`src/design/erls_pkg.sv`:
```
// erls_pkg: shared types and constants of the elliptic roi luma statistics block
// holds register map, configuration struct and state encodings
// used by the front, back and top modules, depends on nothing
package erls_pkg;

   // default largest frame dimension
   localparam int MAX_DIM_DEF = 4096;

   // ellipse threshold width
   localparam int THR_W = 50;

   // register port geometry
   localparam int DATA_W = 64;
   localparam int ADDR_W = 6;
   localparam int IDX_LO = 3;

   // result field widths
   localparam int Q8_W = 16;
   localparam int PCNT_W = 25;

   // register reset values
   localparam logic [12:0] FRAME_WIDTH_RST = 13'd640;
   localparam logic [12:0] FRAME_HEIGHT_RST = 13'd480;

   // register index codes
   typedef enum logic [2:0] {
      REG_FRAME_WIDTH       = 3'd0,
      REG_FRAME_HEIGHT      = 3'd1,
      REG_CROP_PAD_X        = 3'd2,
      REG_CROP_PAD_Y        = 3'd3,
      REG_ELLIPSE_ENABLE    = 3'd4,
      REG_ELLIPSE_THRESHOLD = 3'd5
   } reg_idx_type;

   // configuration registers as seen by the datapath
   typedef struct packed {
      logic [12:0]      frame_width;
      logic [12:0]      frame_height;
      logic [10:0]      crop_pad_x;
      logic [10:0]      crop_pad_y;
      logic             ellipse_enable;
      logic [THR_W-1:0] ellipse_threshold;
   } cfg_type;

   // front sequencer: pixel intake and per-line geometry
   typedef enum logic [2:0] {
      FR_RUN,
      FR_GEO_A,
      FR_GEO_B,
      FR_GEO_C,
      FR_GEO_D,
      FR_GEO_DIV,
      FR_GEO_SQRT,
      FR_GEO_FIN
   } front_state_type;

   // back sequencer: frame statistics
   typedef enum logic [2:0] {
      BK_IDLE,
      BK_MUL_LO,
      BK_MUL_HI,
      BK_MUL_SQ,
      BK_SQRT_GO,
      BK_WAIT,
      BK_STD_WAIT,
      BK_OUT
   } back_state_type;

endpackage

```
`src/design/erls_div.sv`:
```
// erls_div: restoring divider, one quotient bit per cycle
// used by geometry and statistics paths, one instance in each, no package dependency
module erls_div #(
   parameter int NUM_W = 50,
   parameter int DEN_W = 24,
   localparam int CNT_W = $clog2(NUM_W + 1)
) (
   input  logic             clock,
   input  logic             reset,
   input  logic             start,
   input  logic [NUM_W-1:0] num,
   input  logic [DEN_W-1:0] den,
   output logic             busy,
   output logic [NUM_W-1:0] quo
);

   logic             busy_ff;
   logic [CNT_W-1:0] cnt_ff;
   logic [NUM_W-1:0] num_ff;
   logic [DEN_W-1:0] den_ff;
   logic [DEN_W-1:0] rem_ff;
   logic [DEN_W:0]   trial;
   logic [DEN_W:0]   diff;
   logic             ge;
   logic [DEN_W-1:0] rem_in;

   // one trial subtract
   always_comb begin
      trial = {rem_ff, num_ff[NUM_W-1]};
      diff = trial - {1'b0, den_ff};
      ge = trial >= {1'b0, den_ff};
      rem_in = ge ? diff[DEN_W-1:0] : trial[DEN_W-1:0];
   end

   // control
   always_ff @(posedge clock) begin
      if (reset) begin
         busy_ff <= 1'b0;
         cnt_ff <= '0;
      end else if (start) begin
         busy_ff <= 1'b1;
         cnt_ff <= CNT_W'(NUM_W);
      end else if (busy_ff) begin
         cnt_ff <= cnt_ff - 1'b1;
         if (cnt_ff == CNT_W'(1)) begin
            busy_ff <= 1'b0;
         end
      end
   end

   // dividend shifts out, quotient shifts in
   always_ff @(posedge clock) begin
      if (start) begin
         num_ff <= num;
         den_ff <= den;
         rem_ff <= '0;
      end else if (busy_ff) begin
         num_ff <= {num_ff[NUM_W-2:0], ge};
         rem_ff <= rem_in;
      end
   end

   assign busy = busy_ff;
   assign quo = num_ff;

endmodule

```
`src/design/erls_sqrt.sv`:
```
// erls_sqrt: integer square root, one root bit per cycle
// digit-by-digit unit, one instance in each of front and back, no package dependency
module erls_sqrt #(
   parameter int IN_W = 50,
   localparam int RT_W = (IN_W + 1) / 2,
   localparam int PAD_W = 2 * RT_W,
   localparam int CNT_W = $clog2(RT_W + 1)
) (
   input  logic            clock,
   input  logic            reset,
   input  logic            start,
   input  logic [IN_W-1:0] radicand,
   output logic            busy,
   output logic [RT_W-1:0] root
);

   logic             busy_ff;
   logic [CNT_W-1:0] cnt_ff;
   logic [PAD_W-1:0] src_ff;
   logic [RT_W+1:0]  rem_ff;
   logic [RT_W-1:0]  root_ff;
   logic [RT_W+3:0]  rem_sh;
   logic [RT_W+3:0]  trial;
   logic             ge;
   logic [RT_W+3:0]  diff;

   // bring down two bits and try root*4+1
   always_comb begin
      rem_sh = {rem_ff, src_ff[PAD_W-1 -: 2]};
      trial = (RT_W + 4)'({root_ff, 2'b01});
      ge = rem_sh >= trial;
      diff = rem_sh - trial;
   end

   // control
   always_ff @(posedge clock) begin
      if (reset) begin
         busy_ff <= 1'b0;
         cnt_ff <= '0;
      end else if (start) begin
         busy_ff <= 1'b1;
         cnt_ff <= CNT_W'(RT_W);
      end else if (busy_ff) begin
         cnt_ff <= cnt_ff - 1'b1;
         if (cnt_ff == CNT_W'(1)) begin
            busy_ff <= 1'b0;
         end
      end
   end

   // datapath
   always_ff @(posedge clock) begin
      if (start) begin
         src_ff <= PAD_W'(radicand);
         rem_ff <= '0;
         root_ff <= '0;
      end else if (busy_ff) begin
         src_ff <= src_ff << 2;
         rem_ff <= ge ? diff[RT_W+1:0] : rem_sh[RT_W+1:0];
         root_ff <= {root_ff[RT_W-2:0], ge};
      end
   end

   assign busy = busy_ff;
   assign root = root_ff;

endmodule

```
`src/design/erls_back.sv`:
```
// erls_back: frame totals queue, mean and deviation sequencer, result register
// depends on erls_pkg, erls_div and erls_sqrt; fed by erls_front
module erls_back #(
   parameter int MAX_DIM = erls_pkg::MAX_DIM_DEF,
   localparam int IDX_W = $clog2(MAX_DIM),
   localparam int CNT_W = 2 * IDX_W + 1,
   localparam int SUM_W = 2 * IDX_W + 8,
   localparam int SQ_W = 2 * IDX_W + 16
) (
   input  logic                          clock,
   input  logic                          reset,
   input  logic                          push,
   output logic                          q_full,
   input  logic [CNT_W-1:0]              push_n,
   input  logic [SUM_W-1:0]              push_s,
   input  logic [SQ_W-1:0]               push_s2,
   output logic                          rsp_valid,
   input  logic                          rsp_stall,
   output logic [erls_pkg::Q8_W-1:0]     rsp_mean_q8,
   output logic [erls_pkg::Q8_W-1:0]     rsp_std_dev_q8,
   output logic [erls_pkg::PCNT_W-1:0]   rsp_pixel_count,
   output logic                          rsp_empty_res
);

   localparam int DW = CNT_W + SQ_W;
   localparam int HALF = (SQ_W + 1) / 2;
   localparam int MUL_W0 = (SUM_W > CNT_W) ? SUM_W : CNT_W;
   localparam int MUL_W = (MUL_W0 > HALF) ? MUL_W0 : HALF;
   localparam int TW = DW + 18;
   localparam int RT_W = (TW + 1) / 2;
   localparam int MN_W = SUM_W + 9;
   localparam int SN_W = ((RT_W > CNT_W) ? RT_W : CNT_W) + 1;
   localparam int DNUM_W = (MN_W > SN_W) ? MN_W : SN_W;
   localparam int DDEN_W = CNT_W + 1;
   localparam int Q8_W = erls_pkg::Q8_W;
   localparam int PCNT_W = erls_pkg::PCNT_W;

   // two-entry queue of frame totals
   logic [CNT_W-1:0] qn_ff [2];
   logic [SUM_W-1:0] qs_ff [2];
   logic [SQ_W-1:0]  qs2_ff [2];
   logic             wr_ptr_ff, rd_ptr_ff;
   logic [1:0]       q_cnt_ff;
   logic             pop;

   erls_pkg::back_state_type state_ff, state_in;

   logic [CNT_W-1:0] n_ff;
   logic [SUM_W-1:0] s_ff;
   logic [SQ_W-1:0]  s2_ff;
   logic [DW-1:0]    acc_ff, acc_in;
   logic [Q8_W-1:0]  mean_ff, mean_in;
   logic             empty_ff, empty_in;

   logic             rsp_valid_ff;
   logic [Q8_W-1:0]  rsp_mean_ff, rsp_std_ff;
   logic [PCNT_W-1:0] rsp_cnt_ff;
   logic             rsp_empty_ff;
   logic             out_free, load;

   logic [MUL_W-1:0]   mul_a, mul_b;
   logic [2*MUL_W-1:0] prod;

   logic              div_start, div_busy, sqrt_start, sqrt_busy;
   logic [DNUM_W-1:0] div_num, div_quo;
   logic [DDEN_W-1:0] div_den;
   logic [RT_W-1:0]   sqrt_root;

   assign q_full = (q_cnt_ff == 2'd2);
   assign out_free = !rsp_valid_ff || !rsp_stall;

   // shared multiplier operand select
   always_comb begin
      mul_a = MUL_W'(n_ff);
      mul_b = MUL_W'(s2_ff[HALF-1:0]);
      unique case (state_ff)
         erls_pkg::BK_MUL_HI: mul_b = MUL_W'(s2_ff[SQ_W-1:HALF]);
         erls_pkg::BK_MUL_SQ: begin
            mul_a = MUL_W'(s_ff);
            mul_b = MUL_W'(s_ff);
         end
         default: ;
      endcase
      prod = (2 * MUL_W)'(mul_a) * (2 * MUL_W)'(mul_b);
   end

   // sequencer next state and outputs
   always_comb begin
      state_in = state_ff;
      acc_in = acc_ff;
      mean_in = mean_ff;
      empty_in = empty_ff;
      pop = 1'b0;
      load = 1'b0;
      div_start = 1'b0;
      sqrt_start = 1'b0;
      div_num = DNUM_W'({s_ff, 8'b0}) + DNUM_W'(n_ff >> 1);
      div_den = DDEN_W'(n_ff);
      unique case (state_ff)
         erls_pkg::BK_IDLE: begin
            if (q_cnt_ff != 2'd0) begin
               pop = 1'b1;
               empty_in = (qn_ff[rd_ptr_ff] == '0);
               state_in = (qn_ff[rd_ptr_ff] == '0) ? erls_pkg::BK_OUT
                                                   : erls_pkg::BK_MUL_LO;
            end
         end
         erls_pkg::BK_MUL_LO: begin
            acc_in = DW'(prod);
            state_in = erls_pkg::BK_MUL_HI;
         end
         erls_pkg::BK_MUL_HI: begin
            acc_in = acc_ff + (DW'(prod) << HALF);
            state_in = erls_pkg::BK_MUL_SQ;
         end
         erls_pkg::BK_MUL_SQ: begin
            // n*s2 - s*s, and mean = (256*s + n/2) / n starts alongside
            acc_in = acc_ff - DW'(prod);
            div_start = 1'b1;
            state_in = erls_pkg::BK_SQRT_GO;
         end
         erls_pkg::BK_SQRT_GO: begin
            sqrt_start = 1'b1;
            state_in = erls_pkg::BK_WAIT;
         end
         erls_pkg::BK_WAIT: begin
            // deviation = (isqrt(D << 18) + n) / (2n)
            if (!div_busy && !sqrt_busy) begin
               mean_in = Q8_W'(div_quo);
               div_num = DNUM_W'(sqrt_root) + DNUM_W'(n_ff);
               div_den = {n_ff, 1'b0};
               div_start = 1'b1;
               state_in = erls_pkg::BK_STD_WAIT;
            end
         end
         erls_pkg::BK_STD_WAIT: begin
            if (!div_busy) begin
               state_in = erls_pkg::BK_OUT;
            end
         end
         erls_pkg::BK_OUT: begin
            if (out_free) begin
               load = 1'b1;
               state_in = erls_pkg::BK_IDLE;
            end
         end
         default: state_in = erls_pkg::BK_IDLE;
      endcase
   end

   // queue storage
   always_ff @(posedge clock) begin
      if (push) begin
         qn_ff[wr_ptr_ff] <= push_n;
         qs_ff[wr_ptr_ff] <= push_s;
         qs2_ff[wr_ptr_ff] <= push_s2;
      end
   end

   // queue pointers and sequencer state
   always_ff @(posedge clock) begin
      if (reset) begin
         wr_ptr_ff <= 1'b0;
         rd_ptr_ff <= 1'b0;
         q_cnt_ff <= 2'd0;
         state_ff <= erls_pkg::BK_IDLE;
         rsp_valid_ff <= 1'b0;
      end else begin
         if (push) begin
            wr_ptr_ff <= !wr_ptr_ff;
         end
         if (pop) begin
            rd_ptr_ff <= !rd_ptr_ff;
         end
         if (push && !pop) begin
            q_cnt_ff <= q_cnt_ff + 2'd1;
         end else if (pop && !push) begin
            q_cnt_ff <= q_cnt_ff - 2'd1;
         end
         state_ff <= state_in;
         if (load) begin
            rsp_valid_ff <= 1'b1;
         end else if (!rsp_stall) begin
            rsp_valid_ff <= 1'b0;
         end
      end
   end

   // working totals and result register
   always_ff @(posedge clock) begin
      if (pop) begin
         n_ff <= qn_ff[rd_ptr_ff];
         s_ff <= qs_ff[rd_ptr_ff];
         s2_ff <= qs2_ff[rd_ptr_ff];
      end
      acc_ff <= acc_in;
      mean_ff <= mean_in;
      empty_ff <= empty_in;
      if (load) begin
         rsp_mean_ff <= empty_ff ? '0 : mean_ff;
         rsp_std_ff <= empty_ff ? '0 : Q8_W'(div_quo);
         rsp_cnt_ff <= PCNT_W'(n_ff);
         rsp_empty_ff <= empty_ff;
      end
   end

   erls_div #(
      .NUM_W(DNUM_W),
      .DEN_W(DDEN_W)
   ) u_div (
      .clock (clock),
      .reset (reset),
      .start (div_start),
      .num   (div_num),
      .den   (div_den),
      .busy  (div_busy),
      .quo   (div_quo)
   );

   erls_sqrt #(
      .IN_W(TW)
   ) u_sqrt (
      .clock    (clock),
      .reset    (reset),
      .start    (sqrt_start),
      .radicand ({acc_ff, 18'b0}),
      .busy     (sqrt_busy),
      .root     (sqrt_root)
   );

   assign rsp_valid = rsp_valid_ff;
   assign rsp_mean_q8 = rsp_mean_ff;
   assign rsp_std_dev_q8 = rsp_std_ff;
   assign rsp_pixel_count = rsp_cnt_ff;
   assign rsp_empty_res = rsp_empty_ff;

   // checks
   a_q_bound: assert property (@(posedge clock) disable iff (reset)
      q_cnt_ff != 2'd3)
      else $error("totals queue count out of range");

   a_no_overflow: assert property (@(posedge clock) disable iff (reset)
      push |-> q_cnt_ff != 2'd2)
      else $error("totals queue overflow");

   a_empty_zero: assert property (@(posedge clock) disable iff (reset)
      rsp_valid_ff && rsp_empty_ff |->
         rsp_mean_ff == '0 && rsp_std_ff == '0 && rsp_cnt_ff == '0)
      else $error("empty result with nonzero fields");

endmodule

```
`config.mk`:
```
export PLATFORM = sky130hd
export DESIGN_NAME = erls_back
export DESIGN_NICKNAME = d
export VERILOG_FILES = /design/src/design/erls_pkg.sv /design/src/design/erls_div.sv /design/src/design/erls_sqrt.sv /design/src/design/erls_back.sv
export SDC_FILE = /design/constraint.sdc
export NUM_CORES = 2
export LEC_CHECK = 0
export BUFFER_PORTS_ARGS = -buffer_cell sky130_fd_sc_hd__buf_2
export CAP_MARGIN = 0
export CORE_MARGIN = 2
export CORE_UTILIZATION = 45
export DETAILED_ROUTE_END_ITERATION = 8
export SETUP_SLACK_MARGIN = 0.5
export SLEW_MARGIN = 20
export SYNTH_ARGS = -nofsm -noshare
export SYNTH_HDL_FRONTEND = slang
export SYNTH_HIERARCHICAL = 1
export SYNTH_SLANG_ARGS = --single-unit
export TNS_END_PERCENT = 10
```
`constraint.sdc`:
```
create_clock -name clock -period 27.6 [get_ports clock]
set_clock_uncertainty 0.1 [all_clocks]
set_input_delay 8.28 -clock clock [delete_from_list [all_inputs] [get_ports clock]]
set_output_delay 8.28 -clock clock [all_outputs]
set_load 0.05 [all_outputs]
```
# Word-level counts from Yosys, hierarchy flattened
# Memories as Yosys holds them, arrays and structs flattened. A register that Yosys moved wholly into a read port is not among the register bits.
# Index checks and enable logic that the tools add are counted.
# classes
n_addsub	10
n_mul	1
n_lt_le_gt_ge	2
n_eq_ne	15
n_mux	44
n_reduce_logical	24
# op_table
operator	count
65-bit one-hot mux with 3 select lines	1
43-bit two-way mux	4
83-bit two-way mux	2
65-bit adder	1
65-bit by 64-bit subtractor with 65-bit output	1
32-bit by 32-bit multiplier with 64-bit output	1
32-bit one-hot mux with 2 select lines	1
25-bit two-way mux	2
46-bit by 44-bit >= comparator with 1-bit output	1
44-bit two-way mux	1
44-bit subtractor	1
42-bit by 25-bit adder with 43-bit output	1
40-bit by 24-bit adder with 41-bit output	1
32-bit two-way mux	1
27-bit by 26-bit >= comparator with 1-bit output	1
26-bit two-way mux	1
26-bit subtractor	1
25-bit zero test	1
6-bit two-way mux	4
3-bit one-hot mux with 8 select lines	1
1-bit two-way mux	18
3-bit two-way mux	5
3-bit equality test, second input constant	4
6-bit by 1-bit equality test with 1-bit output, second input constant	2
other kinds (19)	39
# totals
reg_bits	434
ramBits	194
in_bits	101
output_inout_bits	60
mem_count	3
# mem_list
name	words	width	read_ports	rd_ports_with_merged_regs	wr	line_no	source
qs2_ff	2	40	1	1	1	erls_back.sv:41	logic [SQ_W-1:0] qs2_ff [2];
qs_ff	2	32	1	1	1	erls_back.sv:40	logic [SUM_W-1:0] qs_ff [2];
qn_ff	2	25	1	1	1	erls_back.sv:39	logic [CNT_W-1:0] qn_ff [2];

# Depth between registers and ports, before layout
# depth
depth_word	6
ltp_mapped	54
ltp_nobuf	50

# Cells and area by module
# The synthesis kept the hierarchy.
# by_module_without_submodules
mod	instances	cells_per_inst	area_per_inst_um2	seq_area_each_um2
erls_back	1	6137	58330.9	13122.6
erls_sqrt	1	1001	10002.1	4374.2
erls_div	1	515	5630.4	2732.6

# Least setup slack after synthesis
# Ideal clock, no wire load.
# synth_path
path_kind	input -> register
startpoint	input port push
endpoint	memory qn_ff[0][0] in the netlist's numbering (enable)
setup_time_ns	0.565
arrival_ns	12.504
t_required_ns	26.935
path_slack_ns	14.431
cell_stages	1
n_path_buf	0
cell_sequence	nor2b_1
# synth_via
elab_chain_len	2
# synth_lines
item	line_no	source
start, declared	erls_back.sv:12	input logic push,
1-bit two-way mux	erls_back.sv:153	if (push) begin
1-bit two-way mux (not written as such)	erls_back.sv:154	qn_ff[wr_ptr_ff] <= push_n;
end, declared	erls_back.sv:39	
# No other way between the ends.

# Worst setup path in the final report
# layout_path
startpoint	register state_ff[1]
endpoint	register acc_ff[56], data pin
# layout_via
elab_chain_len	5
# layout_lines
item	line_no	source
start, declared	erls_back.sv:46	erls_pkg::back_state_type state_ff, state_in;
start signal, assigned	erls_back.sv:166	state_ff <= erls_pkg::BK_IDLE;
start signal, assigned	erls_back.sv:180	state_ff <= state_in;
3-bit by 2-bit equality test with 1-bit output	erls_back.sv:76, erls_back.sv:99	
32-bit one-hot mux with 2 select lines / 32-bit two-way mux (equally long branches)	erls_back.sv:76	unique case (state_ff)
32-bit by 32-bit multiplier with 64-bit output	erls_back.sv:84	prod = (2 * MUL_W)'(mul_a) * (2 * MUL_W)'(mul_b);
65-bit by 64-bit subtractor with 65-bit output / 65-bit adder (equally long branches)	erls_back.sv:118, erls_back.sv:113	
65-bit one-hot mux with 3 select lines (*)	erls_back.sv:99	unique case (state_ff)
via acc_in[56]	erls_back.sv:51	logic [DW-1:0] acc_ff, acc_in;
end signal, assigned	erls_back.sv:196	acc_ff <= acc_in;
end, declared	erls_back.sv:51	
# Mark *: on every way through the listed nets, which the timed path passes. The rest lies on a longest branch.
# A chain may end at the register's enable or synchronous reset.

==> flow_summary.ini <==
[status]
outcome = finished, final reports clean

[timing]
relSlewSlack = 0.227
layout_setup_ws_ps = 13030
layout_min_cycle_time_ps = 14570
fin_crit_sh = 0.528
drv_slew = 0
fin_setup_tns_ps = 0
worst_slew_pin_slew_ps = 1160
finalHoldViolations = 0
setup_viol = 0
rsz0062_at_grt = false
timing.fmax_mhz = 68.6

[synthesis]
yosysSeqAreaShare = 0.274
synth_top_family_by_area = adder cells
async_reset_ff_frac = 0
synthAdderAreaFrac = 0.326
mappedNetlistArea_mm2 = 0.0740
ys_warn_count = 6
yosysTopAreaCell = fa_1
synth_xor_area_frac = 0.0344
synthSimpleGateAreaFrac = 0.131
synthTopCellsByArea = fa_1 (24%), edfxtp_1 (24%), ha_1 (7.8%)
yosysUniqueCellTypes = 110
ys_ff_latch = 719
postSynthCellCount = 7653
yosys_most_used_dff = edfxtp_1
synth-compound-area-share = 0.104
synth_top_area_frac = 0.243
syn_area_per_cell_um2 = 9.66
synth_edf_count = 583
muxShareOfSynthArea = 0.0496

[floorplan]
design.core.area_mm2 = 0.163
start_util = 0.454
rows = 148
die_area_mm2 = 0.168
die_h_um = 409
pin_count = 161
die_w_um = 409

[routing]
drc = 0
drtAntennaViolNets = 0
drt_iter0_drc = 4523
dr.pass1.iters = 6
drt-total-wl_um = 229000
wl_per_cell_um = 23.1
post_drt_via_cell_ratio = 5.60
vias = 55600

[clocking]
hold_buffers = 0
cts.clk_slew.worst_paths_ps = 60
cts_setup_buffers = 0
cts_root_buffer = clkbuf_16
clock_latency_ps = 750
cts_resized = 0
clkSinkCount = 719
clockBufferDepth = 3
cts_tree = yes
cts_buffers = 86
htreeDepth = 3

[critical_path]
crit_arrival_ps = 14940
slowest_delay_ps = 630
cp_common_cell = fa_1
required_ps = 27970
startpoint_type = flop
critical_path.slowest_cell = and2_1
crit_type = reg -> reg
critPathMaxFanout = 49
endpoint_kind = flop

[placed_design]
portBuffers = 160
gp_congestion = 0.988
placed_area_mm2 = 0.0772
dp_hpwl_um = 178000
dp_slack_ps = 13240

[layout]
fin_nets = 9130
fill_cells = 15300
ff_latch_area_mm2 = 0.0202
fin_area_mm2 = 0.0802
utilization = 0.492
n_antenna_cell = 0
area_delta_synth_final_pct = 8.41
multi_input_area_mm2 = 0.0479
drive_above_1_share = 0.100

[grt]
grt_usage = 0.275
grt_pass1_vias = 56900
gr-usage-met2 = 0.449
grt_first_pass_wirelength_um = 350000
overflow = 0
busiest_layer = met2
use_met1 = 0.358
grt_max_degree = 115
antenna_found_initial = 7
grtUsageMet3 = 0.0542

[job]
maxCapViolCount = 0

[min_path]
holdCritPathClass = reg -> reg
[cell type report]
| type | instances | area share |
|---|---|---|
| well taps | 2175 | 0.0339 |
| inverters | 1223 | 0.0573 |
| flip-flops and latches | 719 | 0.252 |
| clock buffers | 102 | 0.0287 |
| multi-input cells | 5356 | 0.597 |
| clock inverters | 59 | 0.00894 |
| repair buffers | 285 | 0.0218 |
[sequential cells by signal (all words and copies together) (netlist names), 2 cells and up, named ones only]
register and count:
u_sqrt/root 42, u_div/den_ff 26, u_sqrt/cnt_ff 6, u_sqrt/src_ff 84, q_cnt_ff 2, u_div/rem_ff 26, rsp_mean_q8 16, qs_ff 64
u_div/cnt_ff 6, u_sqrt/rem_ff 44, rsp_std_dev_q8 16, s2_ff 40, acc_ff 65, n_ff 25, u_div/quo 43, s_ff 32
state_ff 3, mean_ff 16, rsp_pixel_count 25, qn_ff 50, qs2_ff 80
[final timing paths]
check | depth (start not counted) | to | startpoint | slack, ps
worst max-delay path | 47 | acc_ff[56]$_DFFE_PP_ | state_ff[1]$_SDFFE_PP0P_ | 13030
worst min-delay path | 2 | u_sqrt/rem_ff[42]$_SDFFE_PP0P_ | u_sqrt/rem_ff[42]$_SDFFE_PP0P_ | 380
worst max register to register | 47 | acc_ff[56]$_DFFE_PP_ | state_ff[1]$_SDFFE_PP0P_ | 13030
worst min register to register | 2 | u_sqrt/rem_ff[42]$_SDFFE_PP0P_ | u_sqrt/rem_ff[42]$_SDFFE_PP0P_ | 380
[cells in the mapped netlist (all sizes together) (73+ instances only)]
cell       n
inv     1221
fa       899
nor2     763
nand2    725
edfxtp   583
ha       459
a21oi    330
clkbuf   303
o21ai    235
mux2     226
xnor2    165
dfxtp    136
a21o     130
xor2     122
mux2i    112
and2     108
nand3    107
a211oi    86
nor2b     73
[cells in the final DEF (no fill, tap or decap), types with 22 or more instances in the layout]
cell	count
a211oi_1	84
nand4_1	56
mux2_2	225
xnor2_1	164
edfxtp_1	583
maj3_1	26
or2_2	25
nand2_1	722
o22ai_1	32
mux2i_1	109
nand3_1	106
nor2b_1	71
o21ai_0	207
o221ai_1	22
and2_1	107
nand2b_1	68
o31ai_1	23
o21a_1	57
o211ai_1	27
xor2_1	122
a21o_1	130
nor3_1	59
buf_2	160
clkbuf_16	87
a31oi_1	37
inv_1	1218
and3_1	70
fa_1	899
a21oi_1	315
nor2_1	759
o21bai_1	25
a21boi_0	25
buf_4	124
ha_1	459
dfxtp_1	132
or3_1	23
[worst max-delay path, delay by kind of cell (launching register included)]
family,cells,cell delay [ps]
flops,1,550
compound gates,13,3330
fa+ha+maj,10,5020
simple gates,12,2890
buf+inv,9,1640
mux,1,140
xor+xnor,2,550
[cell families after synthesis]
family	Yosys count
buffers and inverters	1595
adder cells (fa/ha/maj)	1391
AO/OA/AOI/OAI	1165
XOR/XNOR	288
other	1
flip-flops	719
AND/OR/NAND/NOR	2156
multiplexers	338
[per-layer routing]
metal,vias to the layer above,part of all wire
li1,25200,-
met1,27900,0.41
met2,2015,0.47
met3,465,0.076
met4,10,0.046
met5,-,0.00028
[stage by stage]
step	instances	hold WS, ps
2_1_floorplan	7670	337
3_3_place_gp	9758	380
3_5_place_dp	9758	385
4_1_cts	9919	391
5_1_grt	9919	402
6_report	9919	385
Power is left out: the tool's default activity adds up to more than one toggle a clock period on the data nets, which glitch-free logic cannot reach.
