==> config.mk <==
export PLATFORM = sky130hd
export DESIGN_NAME = erls_front
export DESIGN_NICKNAME = d
export VERILOG_FILES = /design/src/design/erls_pkg.sv /design/src/design/erls_div.sv /design/src/design/erls_sqrt.sv /design/src/design/erls_front.sv
export SDC_FILE = /design/constraint.sdc
export NUM_CORES = 2
export LEC_CHECK = 0
export BUFFER_PORTS_ARGS = -buffer_cell sky130_fd_sc_hd__buf_2
export CAP_MARGIN = 40
export CORE_MARGIN = 8
export CORE_UTILIZATION = 56
export DETAILED_ROUTE_END_ITERATION = 16
export PLACE_DENSITY = 0.73
export REMOVE_ABC_BUFFERS = 1
export SLEW_MARGIN = 25
export SYNTH_ARGS = -nofsm -noshare
export SYNTH_HDL_FRONTEND = slang
export SYNTH_SLANG_ARGS = --single-unit
==> constraint.sdc <==
create_clock -name clock -period 28.6 [get_ports clock]
set_input_delay 4.29 -clock clock [delete_from_list [all_inputs] [get_ports clock]]
set_output_delay 4.29 -clock clock [all_outputs]
set_load 0.02 [all_outputs]
==> src/design/erls_pkg.sv <==
// erls_pkg: shared types and constants of the elliptic roi luma statistics block
// holds register map, configuration struct and state encodings
// used by the front, back and top modules, depends on nothing
package erls_pkg;

   // default largest frame dimension
   localparam int MAX_DIM_DEF = 4096;

   // ellipse threshold width
   localparam int THR_W = 50;

   // register port geometry
   localparam int DATA_W = 64;
   localparam int ADDR_W = 6;
   localparam int IDX_LO = 3;

   // result field widths
   localparam int Q8_W = 16;
   localparam int PCNT_W = 25;

   // register reset values
   localparam logic [12:0] FRAME_WIDTH_RST = 13'd640;
   localparam logic [12:0] FRAME_HEIGHT_RST = 13'd480;

   // register index codes
   typedef enum logic [2:0] {
      REG_FRAME_WIDTH       = 3'd0,
      REG_FRAME_HEIGHT      = 3'd1,
      REG_CROP_PAD_X        = 3'd2,
      REG_CROP_PAD_Y        = 3'd3,
      REG_ELLIPSE_ENABLE    = 3'd4,
      REG_ELLIPSE_THRESHOLD = 3'd5
   } reg_idx_type;

   // configuration registers as seen by the datapath
   typedef struct packed {
      logic [12:0]      frame_width;
      logic [12:0]      frame_height;
      logic [10:0]      crop_pad_x;
      logic [10:0]      crop_pad_y;
      logic             ellipse_enable;
      logic [THR_W-1:0] ellipse_threshold;
   } cfg_type;

   // front sequencer: pixel intake and per-line geometry
   typedef enum logic [2:0] {
      FR_RUN,
      FR_GEO_A,
      FR_GEO_B,
      FR_GEO_C,
      FR_GEO_D,
      FR_GEO_DIV,
      FR_GEO_SQRT,
      FR_GEO_FIN
   } front_state_type;

   // back sequencer: frame statistics
   typedef enum logic [2:0] {
      BK_IDLE,
      BK_MUL_LO,
      BK_MUL_HI,
      BK_MUL_SQ,
      BK_SQRT_GO,
      BK_WAIT,
      BK_STD_WAIT,
      BK_OUT
   } back_state_type;

endpackage

==> src/design/erls_div.sv <==
// erls_div: restoring divider, one quotient bit per cycle
// used by geometry and statistics paths, one instance in each, no package dependency
module erls_div #(
   parameter int NUM_W = 50,
   parameter int DEN_W = 24,
   localparam int CNT_W = $clog2(NUM_W + 1)
) (
   input  logic             clock,
   input  logic             reset,
   input  logic             start,
   input  logic [NUM_W-1:0] num,
   input  logic [DEN_W-1:0] den,
   output logic             busy,
   output logic [NUM_W-1:0] quo
);

   logic             busy_ff;
   logic [CNT_W-1:0] cnt_ff;
   logic [NUM_W-1:0] num_ff;
   logic [DEN_W-1:0] den_ff;
   logic [DEN_W-1:0] rem_ff;
   logic [DEN_W:0]   trial;
   logic [DEN_W:0]   diff;
   logic             ge;
   logic [DEN_W-1:0] rem_in;

   // one trial subtract
   always_comb begin
      trial = {rem_ff, num_ff[NUM_W-1]};
      diff = trial - {1'b0, den_ff};
      ge = trial >= {1'b0, den_ff};
      rem_in = ge ? diff[DEN_W-1:0] : trial[DEN_W-1:0];
   end

   // control
   always_ff @(posedge clock) begin
      if (reset) begin
         busy_ff <= 1'b0;
         cnt_ff <= '0;
      end else if (start) begin
         busy_ff <= 1'b1;
         cnt_ff <= CNT_W'(NUM_W);
      end else if (busy_ff) begin
         cnt_ff <= cnt_ff - 1'b1;
         if (cnt_ff == CNT_W'(1)) begin
            busy_ff <= 1'b0;
         end
      end
   end

   // dividend shifts out, quotient shifts in
   always_ff @(posedge clock) begin
      if (start) begin
         num_ff <= num;
         den_ff <= den;
         rem_ff <= '0;
      end else if (busy_ff) begin
         num_ff <= {num_ff[NUM_W-2:0], ge};
         rem_ff <= rem_in;
      end
   end

   assign busy = busy_ff;
   assign quo = num_ff;

endmodule

==> src/design/erls_sqrt.sv <==
// erls_sqrt: integer square root, one root bit per cycle
// digit-by-digit unit, one instance in each of front and back, no package dependency
module erls_sqrt #(
   parameter int IN_W = 50,
   localparam int RT_W = (IN_W + 1) / 2,
   localparam int PAD_W = 2 * RT_W,
   localparam int CNT_W = $clog2(RT_W + 1)
) (
   input  logic            clock,
   input  logic            reset,
   input  logic            start,
   input  logic [IN_W-1:0] radicand,
   output logic            busy,
   output logic [RT_W-1:0] root
);

   logic             busy_ff;
   logic [CNT_W-1:0] cnt_ff;
   logic [PAD_W-1:0] src_ff;
   logic [RT_W+1:0]  rem_ff;
   logic [RT_W-1:0]  root_ff;
   logic [RT_W+3:0]  rem_sh;
   logic [RT_W+3:0]  trial;
   logic             ge;
   logic [RT_W+3:0]  diff;

   // bring down two bits and try root*4+1
   always_comb begin
      rem_sh = {rem_ff, src_ff[PAD_W-1 -: 2]};
      trial = (RT_W + 4)'({root_ff, 2'b01});
      ge = rem_sh >= trial;
      diff = rem_sh - trial;
   end

   // control
   always_ff @(posedge clock) begin
      if (reset) begin
         busy_ff <= 1'b0;
         cnt_ff <= '0;
      end else if (start) begin
         busy_ff <= 1'b1;
         cnt_ff <= CNT_W'(RT_W);
      end else if (busy_ff) begin
         cnt_ff <= cnt_ff - 1'b1;
         if (cnt_ff == CNT_W'(1)) begin
            busy_ff <= 1'b0;
         end
      end
   end

   // datapath
   always_ff @(posedge clock) begin
      if (start) begin
         src_ff <= PAD_W'(radicand);
         rem_ff <= '0;
         root_ff <= '0;
      end else if (busy_ff) begin
         src_ff <= src_ff << 2;
         rem_ff <= ge ? diff[RT_W+1:0] : rem_sh[RT_W+1:0];
         root_ff <= {root_ff[RT_W-2:0], ge};
      end
   end

   assign busy = busy_ff;
   assign root = root_ff;

endmodule

==> src/design/erls_front.sv <==
// erls_front: pixel intake, raster position, line geometry and accumulation
// depends on erls_pkg, erls_div and erls_sqrt; hands frame totals to erls_back
module erls_front #(
   parameter int MAX_DIM = erls_pkg::MAX_DIM_DEF,
   localparam int IDX_W = $clog2(MAX_DIM),
   localparam int DIM_W = IDX_W + 1,
   localparam int CNT_W = 2 * IDX_W + 1,
   localparam int SUM_W = 2 * IDX_W + 8,
   localparam int SQ_W = 2 * IDX_W + 16
) (
   input  logic                 clock,
   input  logic                 reset,
   input  erls_pkg::cfg_type    cfg,
   input  logic                 cfg_wr,
   input  logic                 req_valid,
   output logic                 req_stall,
   input  logic [7:0]           req_luma,
   output logic                 push,
   input  logic                 q_full,
   output logic [CNT_W-1:0]     push_n,
   output logic [SUM_W-1:0]     push_s,
   output logic [SQ_W-1:0]      push_s2
);

   localparam int AY2_W = 2 * IDX_W;
   localparam int YY_W = 4 * IDX_W;
   localparam int THR_W = erls_pkg::THR_W;
   localparam int CMP_W = (YY_W > THR_W) ? YY_W : THR_W;
   localparam int RT_W = (THR_W + 1) / 2;
   localparam int QX_W = (RT_W + 1 > DIM_W) ? RT_W + 1 : DIM_W;

   erls_pkg::front_state_type state_ff, state_in;

   logic [IDX_W-1:0] col_ff, col_in;
   logic [IDX_W-1:0] row_ff, row_in;
   logic [SUM_W-1:0] sum_ff, sum_in, sum_nx;
   logic [SQ_W-1:0]  sq_ff, sq_in, sq_nx;
   logic [CNT_W-1:0] cnt_ff, cnt_in, cnt_nx;
   logic [DIM_W-1:0] run_ff, run_in;
   logic [IDX_W-1:0] start_ff, start_in;
   logic             geo_ok_ff, geo_ok_in;

   // geometry working registers
   logic [IDX_W-1:0] g_padx_ff;
   logic [DIM_W-1:0] g_rw_ff;
   logic             g_inrow_ff;
   logic             g_rhone_ff;
   logic [IDX_W-1:0] g_ay_ff;
   logic [IDX_W-1:0] g_rwm1_ff;
   logic [IDX_W-1:0] g_rhm1_ff;
   logic [AY2_W-1:0] g_ay2_ff;
   logic [AY2_W-1:0] g_w2_ff;
   logic [AY2_W-1:0] g_h2_ff;
   logic [YY_W-1:0]  g_yy_ff;

   logic [DIM_W-1:0] w_eff, h_eff;
   logic [IDX_W-1:0] half_w, half_h, padx, pady, rel_r;
   logic [DIM_W-1:0] rw, rh, two_r, rhm1;
   logic             inrow;
   logic [IDX_W-1:0] ay;

   logic [CMP_W-1:0] thr_x, yy_x;
   logic             div_start, div_busy, sqrt_start, sqrt_busy;
   logic [THR_W-1:0] div_quo;
   logic [RT_W-1:0]  sqrt_root;
   logic [QX_W-1:0]  qx;

   logic             geo_ready, sel, line_end, frame_end;
   logic [15:0]      luma_sq;

   // frame dimension as used: zero reads as one, large values saturate
   function automatic logic [DIM_W-1:0] eff_dim(input logic [12:0] v);
      if (v == 13'd0) begin
         return DIM_W'(1);
      end else if (32'(v) > 32'(MAX_DIM)) begin
         return DIM_W'(MAX_DIM);
      end else begin
         return DIM_W'(v);
      end
   endfunction

   // region geometry from the current registers and row
   always_comb begin
      w_eff = eff_dim(cfg.frame_width);
      h_eff = eff_dim(cfg.frame_height);
      half_w = IDX_W'((w_eff - DIM_W'(1)) >> 1);
      half_h = IDX_W'((h_eff - DIM_W'(1)) >> 1);
      padx = (32'(cfg.crop_pad_x) > 32'(half_w)) ? half_w : IDX_W'(cfg.crop_pad_x);
      pady = (32'(cfg.crop_pad_y) > 32'(half_h)) ? half_h : IDX_W'(cfg.crop_pad_y);
      rw = w_eff - {padx, 1'b0};
      rh = h_eff - {pady, 1'b0};
      rel_r = row_ff - pady;
      inrow = (row_ff >= pady) && (DIM_W'(rel_r) < rh);
      two_r = {rel_r, 1'b0};
      rhm1 = rh - DIM_W'(1);
      ay = IDX_W'((two_r >= rhm1) ? (two_r - rhm1) : (rhm1 - two_r));
      thr_x = CMP_W'(cfg.ellipse_threshold);
      yy_x = CMP_W'(g_yy_ff);
   end

   // pixel selection and totals including this pixel
   always_comb begin
      luma_sq = 16'(req_luma) * 16'(req_luma);
      sel = !cfg.ellipse_enable ||
            (run_ff != '0 && col_ff >= start_ff &&
             DIM_W'(col_ff - start_ff) < run_ff);
      sum_nx = sum_ff + (sel ? SUM_W'(req_luma) : SUM_W'(0));
      sq_nx = sq_ff + (sel ? SQ_W'(luma_sq) : SQ_W'(0));
      cnt_nx = cnt_ff + (sel ? CNT_W'(1) : CNT_W'(0));
      line_end = (DIM_W'(col_ff) + DIM_W'(1)) >= w_eff;
      frame_end = line_end && ((DIM_W'(row_ff) + DIM_W'(1)) >= h_eff);
      geo_ready = (col_ff != '0) || geo_ok_ff;
      qx = QX_W'(sqrt_root);
      if (qx[0] ^ g_rw_ff[0]) begin
         qx = qx + QX_W'(1);
      end
   end

   // sequencer next state and outputs
   always_comb begin
      state_in = state_ff;
      col_in = col_ff;
      row_in = row_ff;
      sum_in = sum_ff;
      sq_in = sq_ff;
      cnt_in = cnt_ff;
      run_in = run_ff;
      start_in = start_ff;
      geo_ok_in = geo_ok_ff;
      div_start = 1'b0;
      sqrt_start = 1'b0;
      req_stall = 1'b1;
      push = 1'b0;
      unique case (state_ff)
         erls_pkg::FR_RUN: begin
            if (geo_ready && !(frame_end && q_full)) begin
               req_stall = 1'b0;
            end
            if (req_valid && !req_stall) begin
               if (line_end) begin
                  col_in = '0;
                  geo_ok_in = 1'b0;
                  if (frame_end) begin
                     row_in = '0;
                     push = 1'b1;
                     sum_in = '0;
                     sq_in = '0;
                     cnt_in = '0;
                  end else begin
                     row_in = row_ff + IDX_W'(1);
                     sum_in = sum_nx;
                     sq_in = sq_nx;
                     cnt_in = cnt_nx;
                  end
               end else begin
                  col_in = col_ff + IDX_W'(1);
                  sum_in = sum_nx;
                  sq_in = sq_nx;
                  cnt_in = cnt_nx;
               end
            end else if (req_valid && col_ff == '0 && !geo_ok_ff) begin
               state_in = erls_pkg::FR_GEO_A;
            end
         end
         erls_pkg::FR_GEO_A: state_in = erls_pkg::FR_GEO_B;
         erls_pkg::FR_GEO_B: state_in = erls_pkg::FR_GEO_C;
         erls_pkg::FR_GEO_C: state_in = erls_pkg::FR_GEO_D;
         erls_pkg::FR_GEO_D: begin
            if (!g_inrow_ff) begin
               run_in = '0;
               state_in = erls_pkg::FR_GEO_FIN;
            end else if (g_rhone_ff) begin
               run_in = g_rw_ff;
               state_in = erls_pkg::FR_GEO_FIN;
            end else if (yy_x > thr_x) begin
               run_in = '0;
               state_in = erls_pkg::FR_GEO_FIN;
            end else begin
               div_start = 1'b1;
               state_in = erls_pkg::FR_GEO_DIV;
            end
         end
         erls_pkg::FR_GEO_DIV: begin
            if (!div_busy) begin
               sqrt_start = 1'b1;
               state_in = erls_pkg::FR_GEO_SQRT;
            end
         end
         erls_pkg::FR_GEO_SQRT: begin
            if (!sqrt_busy) begin
               run_in = (qx <= QX_W'(g_rw_ff)) ? DIM_W'(qx) : g_rw_ff;
               state_in = erls_pkg::FR_GEO_FIN;
            end
         end
         erls_pkg::FR_GEO_FIN: begin
            start_in = IDX_W'(DIM_W'(g_padx_ff) + ((g_rw_ff - run_ff) >> 1));
            geo_ok_in = 1'b1;
            state_in = erls_pkg::FR_RUN;
         end
         default: state_in = erls_pkg::FR_RUN;
      endcase
      // a register write restarts any line geometry in flight
      if (cfg_wr) begin
         geo_ok_in = 1'b0;
         if (state_ff != erls_pkg::FR_RUN) begin
            state_in = erls_pkg::FR_RUN;
         end
      end
   end

   // control registers
   always_ff @(posedge clock) begin
      if (reset) begin
         state_ff <= erls_pkg::FR_RUN;
         col_ff <= '0;
         row_ff <= '0;
         sum_ff <= '0;
         sq_ff <= '0;
         cnt_ff <= '0;
         run_ff <= '0;
         start_ff <= '0;
         geo_ok_ff <= 1'b0;
      end else begin
         state_ff <= state_in;
         col_ff <= col_in;
         row_ff <= row_in;
         sum_ff <= sum_in;
         sq_ff <= sq_in;
         cnt_ff <= cnt_in;
         run_ff <= run_in;
         start_ff <= start_in;
         geo_ok_ff <= geo_ok_in;
      end
   end

   // geometry pipeline registers
   always_ff @(posedge clock) begin
      if (state_ff == erls_pkg::FR_GEO_A) begin
         g_padx_ff <= padx;
         g_rw_ff <= rw;
         g_inrow_ff <= inrow;
         g_rhone_ff <= (rh == DIM_W'(1));
         g_ay_ff <= ay;
         g_rwm1_ff <= IDX_W'(rw - DIM_W'(1));
         g_rhm1_ff <= IDX_W'(rhm1);
      end
      if (state_ff == erls_pkg::FR_GEO_B) begin
         g_ay2_ff <= AY2_W'(g_ay_ff) * AY2_W'(g_ay_ff);
         g_w2_ff <= AY2_W'(g_rwm1_ff) * AY2_W'(g_rwm1_ff);
         g_h2_ff <= AY2_W'(g_rhm1_ff) * AY2_W'(g_rhm1_ff);
      end
      if (state_ff == erls_pkg::FR_GEO_C) begin
         g_yy_ff <= YY_W'(g_ay2_ff) * YY_W'(g_w2_ff);
      end
   end

   // (threshold - y^2*w2) / h2, then its square root
   erls_div #(
      .NUM_W(THR_W),
      .DEN_W(AY2_W)
   ) u_div (
      .clock (clock),
      .reset (reset),
      .start (div_start),
      .num   (THR_W'(thr_x - yy_x)),
      .den   (g_h2_ff),
      .busy  (div_busy),
      .quo   (div_quo)
   );

   erls_sqrt #(
      .IN_W(THR_W)
   ) u_sqrt (
      .clock    (clock),
      .reset    (reset),
      .start    (sqrt_start),
      .radicand (div_quo),
      .busy     (sqrt_busy),
      .root     (sqrt_root)
   );

   assign push_n = cnt_nx;
   assign push_s = sum_nx;
   assign push_s2 = sq_nx;

   // checks
   a_stall_in_geo: assert property (@(posedge clock) disable iff (reset)
      state_ff != erls_pkg::FR_RUN |-> req_stall)
      else $error("word taken while line geometry runs");

   a_push_room: assert property (@(posedge clock) disable iff (reset)
      push |-> !q_full)
      else $error("frame totals pushed into a full queue");

   a_run_fits: assert property (@(posedge clock) disable iff (reset)
      state_ff == erls_pkg::FR_GEO_FIN |-> run_ff <= g_rw_ff)
      else $error("line run wider than region");

endmodule

# Word level (Yosys, flattened, before mapping)
# Cells that the tools add are included.
[totals]
wordCells = 192
in_bits = 112
out_inout_bits = 99
ff_bits = 546
[classes]
bitwise = 1
magnitude_cmp = 15
reduce_logical = 33
addsub = 25
n_eq_ne = 14
n_mul = 5
n_mux = 67
[op_table]
columns = ["cell", "n"]
rows = [
  ["$mux 50", 4],
  ["$mux 13", 9],
  ["$mux 40", 2],
  ["$mul 12x12->24", 3],
  ["$mux 32", 2],
  ["$mux 12", 5],
  ["$gt 48x50->1", 1],
  ["$mux 25", 2],
  ["$sub 50x48->50", 1],
  ["$mul 24x24->48", 1],
  ["$add 40x16->40", 1],
  ["$ge 13x13->1", 3],
  ["$sub 13x1->13 const B", 3],
  ["$sub 13x13->13", 3],
  ["$sub 12x12->12", 3],
  ["$add 32x8->32", 1],
  ["$ge 29x27->1", 1],
  ["$mux 27", 1],
  ["$sub 27x27->27", 1],
  ["$add 12x1->13 const B", 2],
  ["$add 25x1->26 const B", 1],
  ["$gt 13x13->1 const B", 2],
  ["$le 26x13->1", 1],
  ["$logic_not 13->1", 2],
  ["other kinds (47)", 105],
]

# Depth between registers and ports, before layout
[logic_depth]
ltp_word = 16
depth_mapped = 47

# Modules after synthesis
# From an unflattened synthesis, not the netlist that was laid out.
[unflattened]
cells_unflattened = 7103
area_unflattened_um2 = 64999.8
[by_module_without_submodules]
columns = ["module", "cells_each", "instances", "area_each_um2"]
rows = [
  ["erls_front", 6004, 1, 53460.0],
  ["erls_sqrt", 618, 1, 6039.5],
  ["erls_div", 481, 1, 5500.3],
]

# Least setup slack after synthesis
# No wires, ideal clock.
[synth_path]
path_kind = "input to output"
from = "input req_luma[0]"
to = "output push_s2[39]"
path_stages = 31
t_required_ns = 24.310
setup_slack_ns = 14.190
t_arrival_ns = 10.120
path_cell_list = "clkbuf_1 -> and2_1 -> fa_1 -> inv_1 -> fa_1 -> inv_1 -> ha_1 -> inv_1 -> fa_1 -> inv_1 -> ha_1 -> nor2b_1 -> o21ai_0 -> nand2b_1 -> a21oi_1 -> o21bai_1 -> a21oi_1 -> o21bai_1 -> a21oi_1 -> o21bai_1 -> a21o_1 -> a21oi_1 -> xor2_1 -> and2_1 -> ha_1 -> nand3_1 -> a2111o_1 -> a211o_1 -> or2_2 -> nor2_1 -> xor2_1"
[synth_between]
elab_chain_cells = 3
[synth_rtl]
columns = ["item", "line", "text"]
rows = [
  ["start, declared", "erls_front.sv:17", "input logic [7:0] req_luma,"],
  ["$mul 8x8->16", "erls_front.sv:103", "luma_sq = 16'(req_luma) * 16'(req_luma);"],
  ["$mux 16", "erls_front.sv:108", "sq_nx = sq_ff + (sel ? SQ_W'(luma_sq) : SQ_W'(0));"],
  ["$add 40x16->40", "erls_front.sv:108", ""],
  ["end, declared", "erls_front.sv:22", "output logic [SQ_W-1:0] push_s2"],
]
# Every way passes these cells.

# Worst setup path in the final report
[layout_path]
from = "input req_luma[2]"
to = "output push_s2[39]"
# The elaborated chain is that of the path after synthesis.

==> summary.md <==
| Metric | Value |
|---|---|
| Outcome | `finished clean` |
| Yosys cell types | `95` |
| DRT antenna net count | `0` |
| Clock sink total | `539` |
| Avg Cell Area, Syn | `8.93 um2` |
| Standard-cell rows | `125` |
| CTS buffer count | `68` |
| Core Region | `0.116 mm2` |
| Share of layout cells above drive strength 1 | `6.49%` |
| Critical path's largest stage delay | `540 ps` |
| Setup Viol. Count Final | `0` |
| Post-layout nets | `8885` |
| Largest family of logic cells by synthesized area | `adder cells` |
| Initial antenna violation count | `7` |
| Gpl congestion | `0.905` |
| Die Height | `357 um` |
| Global Route Usage Sum | `24.3%` |
| Slowest cell on crit path | `fa_1` |
| Final WL | `153000 um` |
| Post-synthesis adder-cell area fraction | `35.6%` |
| Vias in the first global route | `51732` |
| Clock slew at the register clock pins of the worst setup and hold paths | `60 ps` |
| Max_cap viols | `0` |
| Critical Path RT | `24310 ps` |
| DR DRC count | `0` |
| Die X | `357 um` |
| Leading area contributor after synthesis | `fa_1` |
| Via density | `5.56` |
| RSZ-0062 raised after global routing | `no` |
| Synth top area cells | `fa_1, edfxtp_1, ha_1` |
| EDFF count, synth | `300` |
| Crit Path Class | `in2out` |
| Maximum number of pins on one net before global-route repair | `81` |
| Yosys top cell area share | `21.9%` |
| Worst Max-Slew Pin Slew | `881 ps` |
| Max Slew Vio Count | `0` |
| Period minus WS final | `14950 ps` |
| GRT overflow | `0` |
| Fin crit share | `52.3%` |
| Initial core utilization | `56.2%` |
| Arr. time, crit path | `10660 ps` |
| Die ar. | `0.127 mm2` |
| Seq/Total Area, Yosys | `21.2%` |
| Mux cell area share after synthesis | `1.27%` |
| Worst slew margin | `41.0%` |
| Skew final | `40.7 ps` |
| Final hold vios | `0` |
| Post-Synth Simple-Gate Area | `16.4%` |
| Final hold slack | `404 ps` |
| Synth Warn # | `0` |
| Crit path max fanout | `10` |
| Cts hold-fix bufs | `0` |
| Routed WL per cell | `17.1 um` |
| Longest Clk Path Bufs | `3` |
| Filler cells | `9741` |
| Synth Area in Compound Gates | `10.6%` |
| Area of the mapped netlist | `0.0650 mm2` |
| Drt pass-1 iters | `5` |
| Post-CTS setup buffer count | `0` |
| Setup tns final | `0 ps` |
| Startpoint types | `input pin` |
| Global-route wire length before repair | `256000 um` |
| H-tree depth | `3` |
| Synth async-reset ratio | `0%` |
| Worst hold path class | `reg2reg` |
| Port-buffer cells | `210` |
| Commonest non-fill, non-tap cell in the layout | `inv_1` |
| Most frequent cells in the layout | `inv_1, nand2_1, fa_1, ha_1, nor2_1` |
| Post-DP HPWL | `120000 um` |
| IO Count | `211` |
| CTS tree | `done` |
| Layout Cells excl Fill | `8935` |
| Ys flop type | `edfxtp_1` |
| Endpoint class of the critical path | `output port` |
| Synthesis-to-finish area growth | `7.94%` |
| CTS Root Cell | `clkbuf_16` |
| Post-Synth XOR/XNOR Area | `6.75%` |
| Fmax | `0.0669 GHz` |
| Mapped Cells | `7275` |
| CTS resizes | `0` |
| Total number of vias | `49636` |
| Worst-Skew Late Latency | `660 ps` |
| 1st-iter DRT viols | `3166` |
| Placed cells | `8800` |
| #FFs+latches synth | `539` |
routing by layer:
metal | vias to the layer above | GRT usage, % | routed length (um)
met3 | 295 | 3.67 | 8890
met2 | 1364 | 41.4 | 73000
met5 | - | 0 | 7
met1 | 24189 | 31.3 | 66200
li1 | 23786 | - | -
met4 | 2 | 8.65 | 5020
cells in the mapped netlist, types with 92 or more instances:
cell type  number
xnor2_1       349
inv_1        1113
clkbuf_1      264
fa_1          711
nor3_1         92
and2_1        374
a21oi_1       352
edfxtp_1      300
nor2_1        416
nand2_1       887
dfxtp_1       239
ha_1          706
a21o_1        109
xor2_1        148
o21ai_0       261
critical path, delay by kind of cell:
family / cells / cell delay, ps
adders and majority gates: 6 / 2240
and+or+nand+nor: 6 / 1130
xor gates and xnor gates: 3 / 500
buffers and inverters: 4 / 500
AOI/OAI and AO/OA: 11 / 1990
flip-flops by register name (all words and copies together) (netlist names), 12 cells and up:
signal / flops
cnt_ff: 25
col_ff: 12
g_ay2_ff: 23
g_ay_ff: 12
g_h2_ff: 22
g_padx_ff: 12
g_rw_ff: 13
g_rwm1_ff: 12
g_w2_ff: 23
g_yy_ff: 47
row_ff: 12
run_ff: 13
sq_ff: 40
start_ff: 12
sum_ff: 32
u_div.den_ff: 23
u_div.quo: 50
u_div.rem_ff: 24
u_sqrt.rem_ff: 27
u_sqrt.root: 25
u_sqrt.src_ff: 50
through the flow:
stage,util [%],setup slack (ps),instance area (um2)
3_5_place_dp,58.5,13700,67600
5_1_grt,60.7,13270,70100
2_1_floorplan,-,13880,63900
6_report,60.7,13650,70200
4_1_cts,60.5,13660,70000
3_3_place_gp,58.3,13810,67300
final timing paths:
check / from / to / slack [ps] / depth (start not counted)
max: req_luma[2] / push_s2[39] / 13650 / 30
min: g_h2_ff[7] / u_div.den_ff[7] / 400 / 0
min reg2reg: g_h2_ff[7] / u_div.den_ff[7] / 400 / 0
max reg2reg: g_w2_ff[17] / g_yy_ff[46] / 19610 / 26
final cells by class:
cell class / instances / area [um2] / share of cell area, %
Multi-Input combinational cell: 5344 / 46000 / 65.6
Sequential cell: 539 / 13800 / 19.7
Inverter: 1118 / 4200 / 5.98
Tap cell: 1524 / 1910 / 2.72
Timing Repair Buffer: 285 / 1870 / 2.66
Clock buffer: 83 / 1830 / 2.61
Clock inverter: 39 / 500 / 0.713
Antenna cell: 3 / 7.51 / 0.0107
logic make-up after synthesis:
logic type	Yosys count
xor+xnor	499
fa+ha+maj	1426
buf+inv	1400
mux	80
compound gates	1093
other cells	2
simple gates	2236
flops	539
Power is not shown: default switching activity piles up to over one toggle a cycle in this logic, so the estimate is an artifact.
